## config.mk

```make
export PLATFORM = sky130hd
export DESIGN_NAME = hw_breakpoint_slot_manager
export DESIGN_NICKNAME = d
export VERILOG_FILES = /design/src/rtl/hwbp_pkg.sv /design/src/rtl/hw_breakpoint_slot_manager.sv /design/src/rtl/hwbp_slot_file.sv
export SDC_FILE = /design/constraint.sdc
export NUM_CORES = 1
export LEC_CHECK = 0
export BUFFER_PORTS_ARGS = -buffer_cell sky130_fd_sc_hd__buf_2
export CAP_MARGIN = 20
export CORE_MARGIN = 5
export CORE_UTILIZATION = 25
export CTS_BUF_LIST = sky130_fd_sc_hd__clkbuf_4
export CTS_CLUSTER_SIZE = 12
export DETAILED_ROUTE_END_ITERATION = 10
export PLACE_DENSITY_LB_ADDON = 0.08
export SETUP_SLACK_MARGIN = 0.5
export SLEW_MARGIN = 0
export SYNTH_ARGS = -nofsm -noshare
export SYNTH_HDL_FRONTEND = slang
export SYNTH_SLANG_ARGS = --single-unit
```

## constraint.sdc

```tcl
create_clock -name i_clk -period 20.2 [get_ports i_clk]
set_input_delay 2.02 -clock i_clk [delete_from_list [all_inputs] [get_ports i_clk]]
set_output_delay 2.02 -clock i_clk [all_outputs]
set_load 0.03 [all_outputs]
```

## src/rtl/hwbp_pkg.sv

```systemverilog
// ---------------------------------------------------------------------------
// Hardware breakpoint slot manager: shared definitions
// Command, kind, access type and status codes, the length and kind mappings
// and the control structures passed between the top level and the slot file.
// ---------------------------------------------------------------------------
package hwbp_pkg;

    localparam int SLOT_COUNT_DEFAULT = 4;
    localparam int HIT_FLAG_W         = 4;
    localparam int ADDR_W             = 64;

    localparam logic [1:0] FUNC_INSERT = 2'd0;
    localparam logic [1:0] FUNC_REMOVE = 2'd1;
    localparam logic [1:0] FUNC_QUERY  = 2'd2;

    localparam logic [3:0] KIND_SOFTWARE = 4'd0;
    localparam logic [3:0] KIND_EXEC     = 4'd1;
    localparam logic [3:0] KIND_WRITE    = 4'd2;
    localparam logic [3:0] KIND_READ     = 4'd3;
    localparam logic [3:0] KIND_ACCESS   = 4'd4;

    localparam logic [2:0] TYPE_EXEC  = 3'd0;
    localparam logic [2:0] TYPE_WRITE = 3'd1;
    localparam logic [2:0] TYPE_READ  = 3'd2;
    localparam logic [2:0] TYPE_RW    = 3'd3;
    localparam logic [2:0] TYPE_SW    = 3'd4;

    localparam logic [1:0] LEN_CODE_1 = 2'd0;
    localparam logic [1:0] LEN_CODE_2 = 2'd1;
    localparam logic [1:0] LEN_CODE_8 = 2'd2;
    localparam logic [1:0] LEN_CODE_4 = 2'd3;

    localparam logic [2:0] STATUS_OK          = 3'd0;
    localparam logic [2:0] STATUS_UNSUPPORTED = 3'd1;
    localparam logic [2:0] STATUS_BAD_KIND    = 3'd2;
    localparam logic [2:0] STATUS_NO_SLOT     = 3'd3;
    localparam logic [2:0] STATUS_BAD_ARG     = 3'd4;

    typedef struct packed {
        logic [1:0]        access;
        logic [1:0]        length_code;
        logic [ADDR_W-1:0] address;
    } t_slot_key;

    typedef struct packed {
        logic wr;
        logic clr;
    } t_slot_ctrl;

    typedef struct packed {
        logic              free_found;
        logic              match_found;
        logic [2:0]        hit_number;
        logic [1:0]        hit_access;
        logic [ADDR_W-1:0] hit_address;
    } t_slot_look;

    function automatic logic [1:0] len_code(input logic [7:0] n);
        logic [1:0] code;
        unique case (n)
            8'd1:    code = LEN_CODE_1;
            8'd2:    code = LEN_CODE_2;
            8'd4:    code = LEN_CODE_4;
            default: code = LEN_CODE_8;
        endcase
        return code;
    endfunction

    function automatic logic [2:0] kind_code(input logic [3:0] kind);
        logic [2:0] t;
        unique case (kind)
            KIND_EXEC:   t = TYPE_EXEC;
            KIND_WRITE:  t = TYPE_WRITE;
            KIND_READ:   t = TYPE_READ;
            KIND_ACCESS: t = TYPE_RW;
            default:     t = TYPE_SW;
        endcase
        return t;
    endfunction

endpackage

```

## src/rtl/hw_breakpoint_slot_manager.sv

```systemverilog
// ---------------------------------------------------------------------------
// The input word is held in the input register and the result word in the
// result register. Throughput: one command per cycle while the output is not
// stalled; the slot lookup and update lies combinationally between them.
// Reset: synchronous, active low; all slots are cleared and both registers
// are emptied.
// ---------------------------------------------------------------------------
// Hardware breakpoint slot manager
// Inserts, removes and reports hits on debug-register style breakpoint and
// watchpoint slots.
// ---------------------------------------------------------------------------
module hw_breakpoint_slot_manager #(
    parameter int SLOT_COUNT = hwbp_pkg::SLOT_COUNT_DEFAULT
) (
    input  logic        i_clk,
    input  logic        i_rst_n,
    input  logic        i_in_valid,
    output logic        o_in_stall,
    input  logic [1:0]  i_func,
    input  logic [3:0]  i_watch_kind,
    input  logic [63:0] i_address,
    input  logic [7:0]  i_length_bytes,
    input  logic [3:0]  i_hit_flags,
    output logic        o_out_valid,
    input  logic        i_out_stall,
    output logic [2:0]  o_status,
    output logic [1:0]  o_slot,
    output logic [2:0]  o_hit_number,
    output logic [1:0]  o_hit_access,
    output logic [63:0] o_hit_address
);
    import hwbp_pkg::*;

    localparam int SLOT_IDX_W = (SLOT_COUNT > 1) ? $clog2(SLOT_COUNT) : 1;

    logic                  r_in_valid;
    logic [1:0]            r_func;
    logic [3:0]            r_watch_kind;
    logic [ADDR_W-1:0]     r_address;
    logic [7:0]            r_length_bytes;
    logic [HIT_FLAG_W-1:0] r_hit_flags;

    logic                  r_out_valid;
    logic [2:0]            r_status;
    logic [1:0]            r_slot;
    logic [2:0]            r_hit_number;
    logic [1:0]            r_hit_access;
    logic [ADDR_W-1:0]     r_hit_address;

    logic [2:0]            n_status;
    logic [1:0]            n_slot;
    logic [2:0]            n_hit_number;
    logic [1:0]            n_hit_access;
    logic [ADDR_W-1:0]     n_hit_address;

    logic                  out_free;
    logic                  advance;
    logic                  accept;
    logic [2:0]            kind_type;
    t_slot_key             key;
    t_slot_ctrl            ctrl;
    t_slot_ctrl            op;
    t_slot_look            look;
    logic [SLOT_IDX_W-1:0] free_idx;
    logic [SLOT_IDX_W-1:0] match_idx;
    logic [SLOT_IDX_W-1:0] ctrl_idx;

    assign out_free   = !r_out_valid || !i_out_stall;
    assign advance    = r_in_valid && out_free;
    assign o_in_stall = r_in_valid && !out_free;
    assign accept     = i_in_valid && !o_in_stall;

    assign kind_type       = kind_code(r_watch_kind);
    assign key.access      = kind_type[1:0];
    assign key.length_code = len_code(r_length_bytes);
    assign key.address     = r_address;

    always_comb begin
        n_status      = STATUS_OK;
        n_slot        = '0;
        n_hit_number  = '0;
        n_hit_access  = '0;
        n_hit_address = '0;
        op            = '0;
        unique case (r_func)
            FUNC_INSERT: begin
                priority if (r_watch_kind > KIND_ACCESS) begin
                    n_status = STATUS_BAD_KIND;
                end else if (!look.free_found) begin
                    n_status = STATUS_NO_SLOT;
                end else if (kind_type == TYPE_EXEC && key.length_code != LEN_CODE_1) begin
                    n_status = STATUS_BAD_ARG;
                end else if (kind_type == TYPE_READ || kind_type == TYPE_SW) begin
                    n_status = STATUS_UNSUPPORTED;
                end else begin
                    op.wr  = 1'b1;
                    n_slot = 2'(free_idx);
                end
            end
            FUNC_REMOVE: begin
                priority if (r_watch_kind > KIND_ACCESS) begin
                    n_status = STATUS_BAD_KIND;
                end else if (kind_type == TYPE_READ || kind_type == TYPE_SW) begin
                    n_status = STATUS_UNSUPPORTED;
                end else if (!look.match_found) begin
                    n_status = STATUS_NO_SLOT;
                end else begin
                    op.clr = 1'b1;
                    n_slot = 2'(match_idx);
                end
            end
            FUNC_QUERY: begin
                n_hit_number  = look.hit_number;
                n_hit_access  = look.hit_access;
                n_hit_address = look.hit_address;
            end
            default: begin
                n_status = STATUS_BAD_ARG;
            end
        endcase
    end

    assign ctrl.wr  = op.wr && advance;
    assign ctrl.clr = op.clr && advance;
    assign ctrl_idx = op.wr ? free_idx : match_idx;

    hwbp_slot_file #(
        .SLOT_COUNT (SLOT_COUNT)
    ) u_slot_file (
        .i_clk       (i_clk),
        .i_rst_n     (i_rst_n),
        .i_key       (key),
        .i_ctrl      (ctrl),
        .i_ctrl_idx  (ctrl_idx),
        .i_hit_flags (r_hit_flags),
        .o_look      (look),
        .o_free_idx  (free_idx),
        .o_match_idx (match_idx)
    );

    always_ff @(posedge i_clk) begin
        if (!i_rst_n) begin
            r_in_valid <= 1'b0;
        end else if (accept) begin
            r_in_valid <= 1'b1;
        end else if (advance) begin
            r_in_valid <= 1'b0;
        end
        if (accept) begin
            r_func         <= i_func;
            r_watch_kind   <= i_watch_kind;
            r_address      <= i_address;
            r_length_bytes <= i_length_bytes;
            r_hit_flags    <= i_hit_flags;
        end
    end

    always_ff @(posedge i_clk) begin
        if (!i_rst_n) begin
            r_out_valid <= 1'b0;
        end else if (advance) begin
            r_out_valid <= 1'b1;
        end else if (!i_out_stall) begin
            r_out_valid <= 1'b0;
        end
        if (advance) begin
            r_status      <= n_status;
            r_slot        <= n_slot;
            r_hit_number  <= n_hit_number;
            r_hit_access  <= n_hit_access;
            r_hit_address <= n_hit_address;
        end
    end

    assign o_out_valid   = r_out_valid;
    assign o_status      = r_status;
    assign o_slot        = r_slot;
    assign o_hit_number  = r_hit_number;
    assign o_hit_access  = r_hit_access;
    assign o_hit_address = r_hit_address;

    a_slot_only_on_ok : assert property (@(posedge i_clk) disable iff (!i_rst_n)
        o_out_valid && o_status != STATUS_OK |-> o_slot == '0)
        else $error("slot reported on a failed command");

    a_no_hit_zero : assert property (@(posedge i_clk) disable iff (!i_rst_n)
        o_out_valid && o_hit_number == '0 |-> o_hit_access == '0 && o_hit_address == '0)
        else $error("hit details reported without a hit");

    a_stall_only_blocked : assert property (@(posedge i_clk) disable iff (!i_rst_n)
        o_in_stall |-> o_out_valid && i_out_stall && r_in_valid)
        else $error("input stalled while the result register can move");

endmodule

```

## src/rtl/hwbp_slot_file.sv

```systemverilog
// ---------------------------------------------------------------------------
// Hardware breakpoint slot file
// Holds the slots, finds the lowest free slot, the lowest matching enabled
// slot and the lowest hit slot, and writes or clears one slot per cycle.
// ---------------------------------------------------------------------------
module hwbp_slot_file #(
    parameter int SLOT_COUNT = hwbp_pkg::SLOT_COUNT_DEFAULT,
    localparam int SLOT_IDX_W = (SLOT_COUNT > 1) ? $clog2(SLOT_COUNT) : 1
) (
    input  logic                                i_clk,
    input  logic                                i_rst_n,
    input  hwbp_pkg::t_slot_key                 i_key,
    input  hwbp_pkg::t_slot_ctrl                i_ctrl,
    input  logic [SLOT_IDX_W-1:0]               i_ctrl_idx,
    input  logic [hwbp_pkg::HIT_FLAG_W-1:0]     i_hit_flags,
    output hwbp_pkg::t_slot_look                o_look,
    output logic [SLOT_IDX_W-1:0]               o_free_idx,
    output logic [SLOT_IDX_W-1:0]               o_match_idx
);
    import hwbp_pkg::*;

    localparam int HIT_LIM = (SLOT_COUNT < HIT_FLAG_W) ? SLOT_COUNT : HIT_FLAG_W;

    logic [ADDR_W-1:0] r_address     [SLOT_COUNT];
    logic              r_enabled     [SLOT_COUNT];
    logic [1:0]        r_access      [SLOT_COUNT];
    logic [1:0]        r_length_code [SLOT_COUNT];

    always_comb begin
        o_look      = '0;
        o_free_idx  = '0;
        o_match_idx = '0;
        for (int i = SLOT_COUNT - 1; i >= 0; i--) begin
            if (!r_enabled[i]) begin
                o_look.free_found = 1'b1;
                o_free_idx        = SLOT_IDX_W'(i);
            end
            if (r_enabled[i] && r_length_code[i] == i_key.length_code &&
                r_access[i] == i_key.access && r_address[i] == i_key.address) begin
                o_look.match_found = 1'b1;
                o_match_idx        = SLOT_IDX_W'(i);
            end
        end
        for (int i = HIT_LIM - 1; i >= 0; i--) begin
            if (i_hit_flags[i]) begin
                o_look.hit_number  = 3'(i + 1);
                o_look.hit_access  = r_access[i];
                o_look.hit_address = r_address[i];
            end
        end
    end

    always_ff @(posedge i_clk) begin
        if (!i_rst_n) begin
            for (int i = 0; i < SLOT_COUNT; i++) begin
                r_address[i]     <= '0;
                r_enabled[i]     <= 1'b0;
                r_access[i]      <= '0;
                r_length_code[i] <= '0;
            end
        end else if (i_ctrl.wr) begin
            r_address[i_ctrl_idx]     <= i_key.address;
            r_enabled[i_ctrl_idx]     <= 1'b1;
            r_access[i_ctrl_idx]      <= i_key.access;
            r_length_code[i_ctrl_idx] <= i_key.length_code;
        end else if (i_ctrl.clr) begin
            r_address[i_ctrl_idx]     <= '0;
            r_enabled[i_ctrl_idx]     <= 1'b0;
            r_access[i_ctrl_idx]      <= '0;
            r_length_code[i_ctrl_idx] <= '0;
        end
    end

    a_wr_free_slot : assert property (@(posedge i_clk) disable iff (!i_rst_n)
        i_ctrl.wr |-> o_look.free_found && !r_enabled[i_ctrl_idx])
        else $error("slot written while already enabled");

    a_clr_enabled_slot : assert property (@(posedge i_clk) disable iff (!i_rst_n)
        i_ctrl.clr |-> o_look.match_found && r_enabled[i_ctrl_idx])
        else $error("slot cleared while not enabled");

    a_wr_clr_exclusive : assert property (@(posedge i_clk) disable iff (!i_rst_n)
        i_ctrl.wr |-> !i_ctrl.clr)
        else $error("slot written and cleared in the same cycle");

endmodule
```

---- Word level (Yosys, flattened, before mapping) ----
Memories as Yosys holds them, arrays and structs flattened.
Index checks and enable logic that the tools add are counted.
word-level totals
  bits in registers ....................... 158
  bits in latches ......................... 0
  bits in writable memories ............... 276
  bits in read-only memories .............. 0
  input bits .............................. 86
  logic and storage cells ................. 158
  memories kept ........................... 4
memory list
  name                       depth  bits a word  rd ports  clocked after Yosys merged registers in  wr ports  line                  RTL
  u_slot_file.r_address      4      64           4         0                                        4         hwbp_slot_file.sv:24  logic [ADDR_W-1:0] r_address [SLOT_COUNT];
  u_slot_file.r_access       4      2            4         0                                        4         hwbp_slot_file.sv:26  logic [1:0] r_access [SLOT_COUNT];
  u_slot_file.r_length_code  4      2            4         0                                        4         hwbp_slot_file.sv:27  logic [1:0] r_length_code [SLOT_COUNT];
  u_slot_file.r_enabled      4      1            4         0                                        4         hwbp_slot_file.sv:25  logic r_enabled [SLOT_COUNT];
operators by class
  add/sub/neg operators ................... 0
  multipliers ............................. 0
  div/mod/pow operators ................... 0
  order comparisons ....................... 1
  eq/ne operators ......................... 24
  shift operators ......................... 0
  mux-type cells .......................... 76
  bitwise logic cells ..................... 5
  reductions and logical operators ........ 34
operators with widths
  cell                                                 number
  == test 64 bit                                       4
  two-way mux 68 bit                                   2
  two-way mux 64 bit                                   2
  two-way mux 69 bit                                   1
  two-way mux 67 bit                                   1
  OR reduction 64 bit                                  1
  two-way mux 2 bit                                    27
  two-way mux 1 bit                                    36
  logical AND 1 bit                                    18
  == test 2 bit                                        8
  one-hot mux 3 bit (4 select lines)                   1
  two-way mux 3 bit                                    3
  one-hot mux 3 bit (3 select lines)                   1
  == test 4 x 2 -> 1 bit (second input constant)       2
  == test 8 x 1 -> 1 bit (second input constant)       1
  == test 8 x 2 -> 1 bit (second input constant)       1
  == test 8 x 3 -> 1 bit (second input constant)       1
  one-hot mux 2 bit (3 select lines)                   1
  OR reduction 2 bit                                   3
  == test 4 x 1 -> 1 bit (second input constant)       1
  == test 4 x 3 -> 1 bit (second input constant)       1
  > comparator 4 x 3 -> 1 bit (second input constant)  1
  logical NOT 1 bit                                    4
  bitwise OR 1 bit                                     4
  13 further kinds                                     15

---- Longest topological paths before layout ----
  depth after elaboration ................. 22
  mapped depth ............................ 13

---- Hierarchy ----
From an unflattened synthesis, not the netlist that was laid out.
second synthesis, totals
  cells, all modules ...................... 1644
  area, all modules ....................... 20704.9 µm²
modules (own cells, without submodules)
  module                      instances  cells each  area an instance (µm²)
  hwbp_slot_file              1          1353        15117.0
  hw_breakpoint_slot_manager  1          291         5587.9

---- Worst setup path before layout ----
No wires, ideal clock.
  kind .................................... input -> register
  from .................................... input port i_rst_n
  to ...................................... memory u_slot_file.r_access[3][0], enable pin
  setup time .............................. 0.591 ns
  arrival time ............................ 7.666 ns
  data required time ...................... 19.609 ns
  slack ................................... 11.943 ns
  stages .................................. 6
  cell sequence ........................... clkbuf_1 and3_1 o2111ai_1 o21ai_2 nand2_1 o21ai_0
RTL lines
  what                line                              RTL
  start: declaration  hw_breakpoint_slot_manager.sv:16  input logic i_rst_n,
  end: declaration    hwbp_slot_file.sv:26

==> impl_metrics.tcl <==
set metrics [dict create \
    io_pins 162 \
    seqPwrFrac 0.492 \
    worstSetupStartpointType "flip-flop" \
    cts_resized 0 \
    first_iter_violations 1635 \
    finalMaxSlewViolations 0 \
    num_vias 16300 \
    fin_setup_tns_ps 0 \
    path_class "reg -> reg" \
    synth_area_um2 21600 \
    vias_per_cell 4.85 \
    ant_nets 0 \
    crit_required_ps 20780 \
    arrival_ps 6450 \
    clock_latency_ps 1020 \
    cts_buffers 136 \
    overflow 0 \
    whs_ps 534 \
    die-width_um 304 \
    ys_ff_latch 434 \
    finClkSkew_ps 79.8 \
    antenna_found_initial 4 \
    combPwrFrac 0.107 \
    p_clk_frac 0.402 \
    drive_gt1_frac 0.189 \
    synthTopCellsByArea "edfxtp_1, xnor2_1, nor2_1" \
    fmax_mhz 170 \
    setup_viol_count_final 0 \
    grt_pass1_vias 16500 \
    drc 0 \
    yosys_warnings 0 \
    async_flop_share 0 \
    p_leak_nw 8.83 \
    routabilityCongestion 0.938 \
    cts-root-buf "clkbuf_4" \
    synthTopCellsByCount "edfxtp_1, nor2_1, xnor2_1" \
    power.net_switching_w 0.000637 \
    die_area_um2 92400 \
    post_cts_buffers 0 \
    switching_share 0.294 \
    internal_power_w 0.00153 \
    firstDrtPassIters 7 \
    clockBufferDepth 3 \
    hold_class "reg -> reg" \
    ctsHtreeMaxLevel 4 \
    grt_usage 0.208 \
    start_util 0.253 \
    synth_top_cell_area_share 0.596 \
    hpwl_mm 71.3 \
    rsz0062_at_grt "no" \
    ir_drop_mv 0.0408 \
    synth_edf_count 429 \
    slew_headroom 0.299 \
    routed_wl_mm 98.3 \
    hold_path_depth 2 \
    core_um2 85500 \
    ys_seq_area_frac 0.601 \
    netlist-cell-type-count 67 \
    synth_top_area_cell "edfxtp_1" \
    syn_inst 1956 \
    reg2regPathDepth 10 \
    nets 2215 \
    worst_pin_slew_ps 1040 \
    cts_hold_buf 0 \
    total_power_w 0.00217 \
    areaGrowthSynthToFinish_pct 16.4 \
    std_cell_rows 107 \
    syn_area_per_cell_um2 11.0 \
    cp-end-kind "flip-flop" \
    cts_tree "built" \
    critPathMaxFanout 35 \
    cts_sinks 434 \
    period_needed_ps 5870 \
    syn_nets 2046 \
    numPortBuffers 161 \
    clk_pin_slew_ps 60 \
    grt_pass1_wl_mm 136 \
    post_drt_wl_per_cell_um 29.3 \
    power.density_nw_per_um2 86.2 \
    final.period_utilization 0.291 \
    cap_violations 0 \
    yosysMostFrequentCell "edfxtp_1" \
    hold_viol 0 \
    grt_start_max_net_pins 136 \
    outcome "completed" \
    die_h_um 304 \
    synthFlopType "edfxtp_1" \
]
## final timing paths
kind | slack [ps] | to | start
worst min register to register | 530 | o_out_valid | o_out_valid
worst max-delay path | 14330 | u_slot_file.r_address[1][61] | r_watch_kind[0]
worst max register to register | 14330 | u_slot_file.r_address[1][61] | r_watch_kind[0]
worst min-delay path | 530 | o_out_valid | o_out_valid
## kinds of logic (layout without fill, tap and decap cells)
logic type	after synthesis	after routing	synth area share
xor gates and xnor gates	243	243	0.0985
AOI/OAI and AO/OA	257	257	0.0754
and+or+nand+nor	777	777	0.179
other	0	5	0
buffers and inverters	238	493	0.0425
muxes	2	2	0.000926
DFF	434	434	0.601
adders and majority gates	5	5	0.00278
## power by group through the flow
stage | sequential, W | combinational [W] | clock (W)
after floorplan | 0.00108 | 0.000112 | 0
after global placement | 0.00108 | 0.000236 | 0
after detailed placement | 0.00108 | 0.000234 | 0
after CTS | 0.00107 | 0.000235 | 0.000912
after global routing | 0.00107 | 0.000242 | 0.000954
final | 0.00107 | 0.000231 | 0.000870
## registers in the layout, indices dropped and copies added (netlist names)
name                       flops
o_hit_number                   3
u_slot_file.r_length_code      8
r_address                     64
u_slot_file.r_access           8
u_slot_file.r_enabled          4
o_out_valid                    1
o_slot                         2
r_length_bytes                 8
r_func                         2
r_hit_flags                    4
o_status                       3
r_watch_kind                   4
o_hit_address                 64
r_in_valid                     1
u_slot_file.r_address        256
o_hit_access                   2
## placed cells by master, fill, tap and decap left out, types with 5 or more instances in the layout
cell / n
nor4b_1: 6
buf_2: 161
nand4b_1: 5
nand2b_1: 42
a21boi_0: 5
nor2b_1: 5
buf_4: 18
xnor2_1: 188
and2_1: 62
clkbuf_4: 180
o21ai_0: 72
nor3_1: 14
inv_1: 87
dfxtp_1: 5
nor2_4: 8
nor2_1: 277
a211oi_1: 5
clkinv_4: 7
diode_2: 5
nand3_1: 20
clkinv_1: 23
nor4_1: 39
a21oi_1: 68
o2111ai_1: 13
xor2_1: 55
nand4_1: 88
nand2_1: 164
or4_1: 5
edfxtp_1: 429
clkinv_2: 6
a22oi_1: 62
## worst max-delay path: stages (launching register included)
cell	delay [ps]
edfxtp_1	520
or3b_2	540
a21oi_1	300
xor2_1	240
or4b_2	740
nor4_2	460
a21oi_1	190
o31a_1	380
or3b_4	700
nand2_4	610
buf_4	620
## cell type report
cell class | instances | area [µm²]
Clock buffer | 180 | 1350
Timing Repair Buffer | 181 | 981
Inverter | 88 | 333
Antenna cell | 5 | 12.5
Clock inverter | 44 | 287
Sequential cell | 434 | 13000
Tap cell | 1144 | 1430
Multi-Input combinational cell | 1284 | 7770
Fill cell | 8954 | 60400
## per-layer routing
metal / global-route usage / vias to the layer above / wire length, µm
li1: - / 7340 / -
met4: 0.0683 / 0 / 2850
met3: 0.0373 / 173 / 4690
met2: 0.341 / 586 / 46300
met1: 0.279 / 8212 / 44500
met5: 0 / - / 0
## metrics by stage
step	cell area, µm²	instances	util	setup WS, ps
after floorplan	21600	1956	-	11940
after global placement	23500	3131	0.275	14300
after detailed placement	23500	3131	0.275	14320
after CTS	25100	3355	0.294	14220
after global routing	25100	3360	0.294	14170
final	25100	3360	0.294	14330
Note: power is estimated with default switching activity, not from simulation.
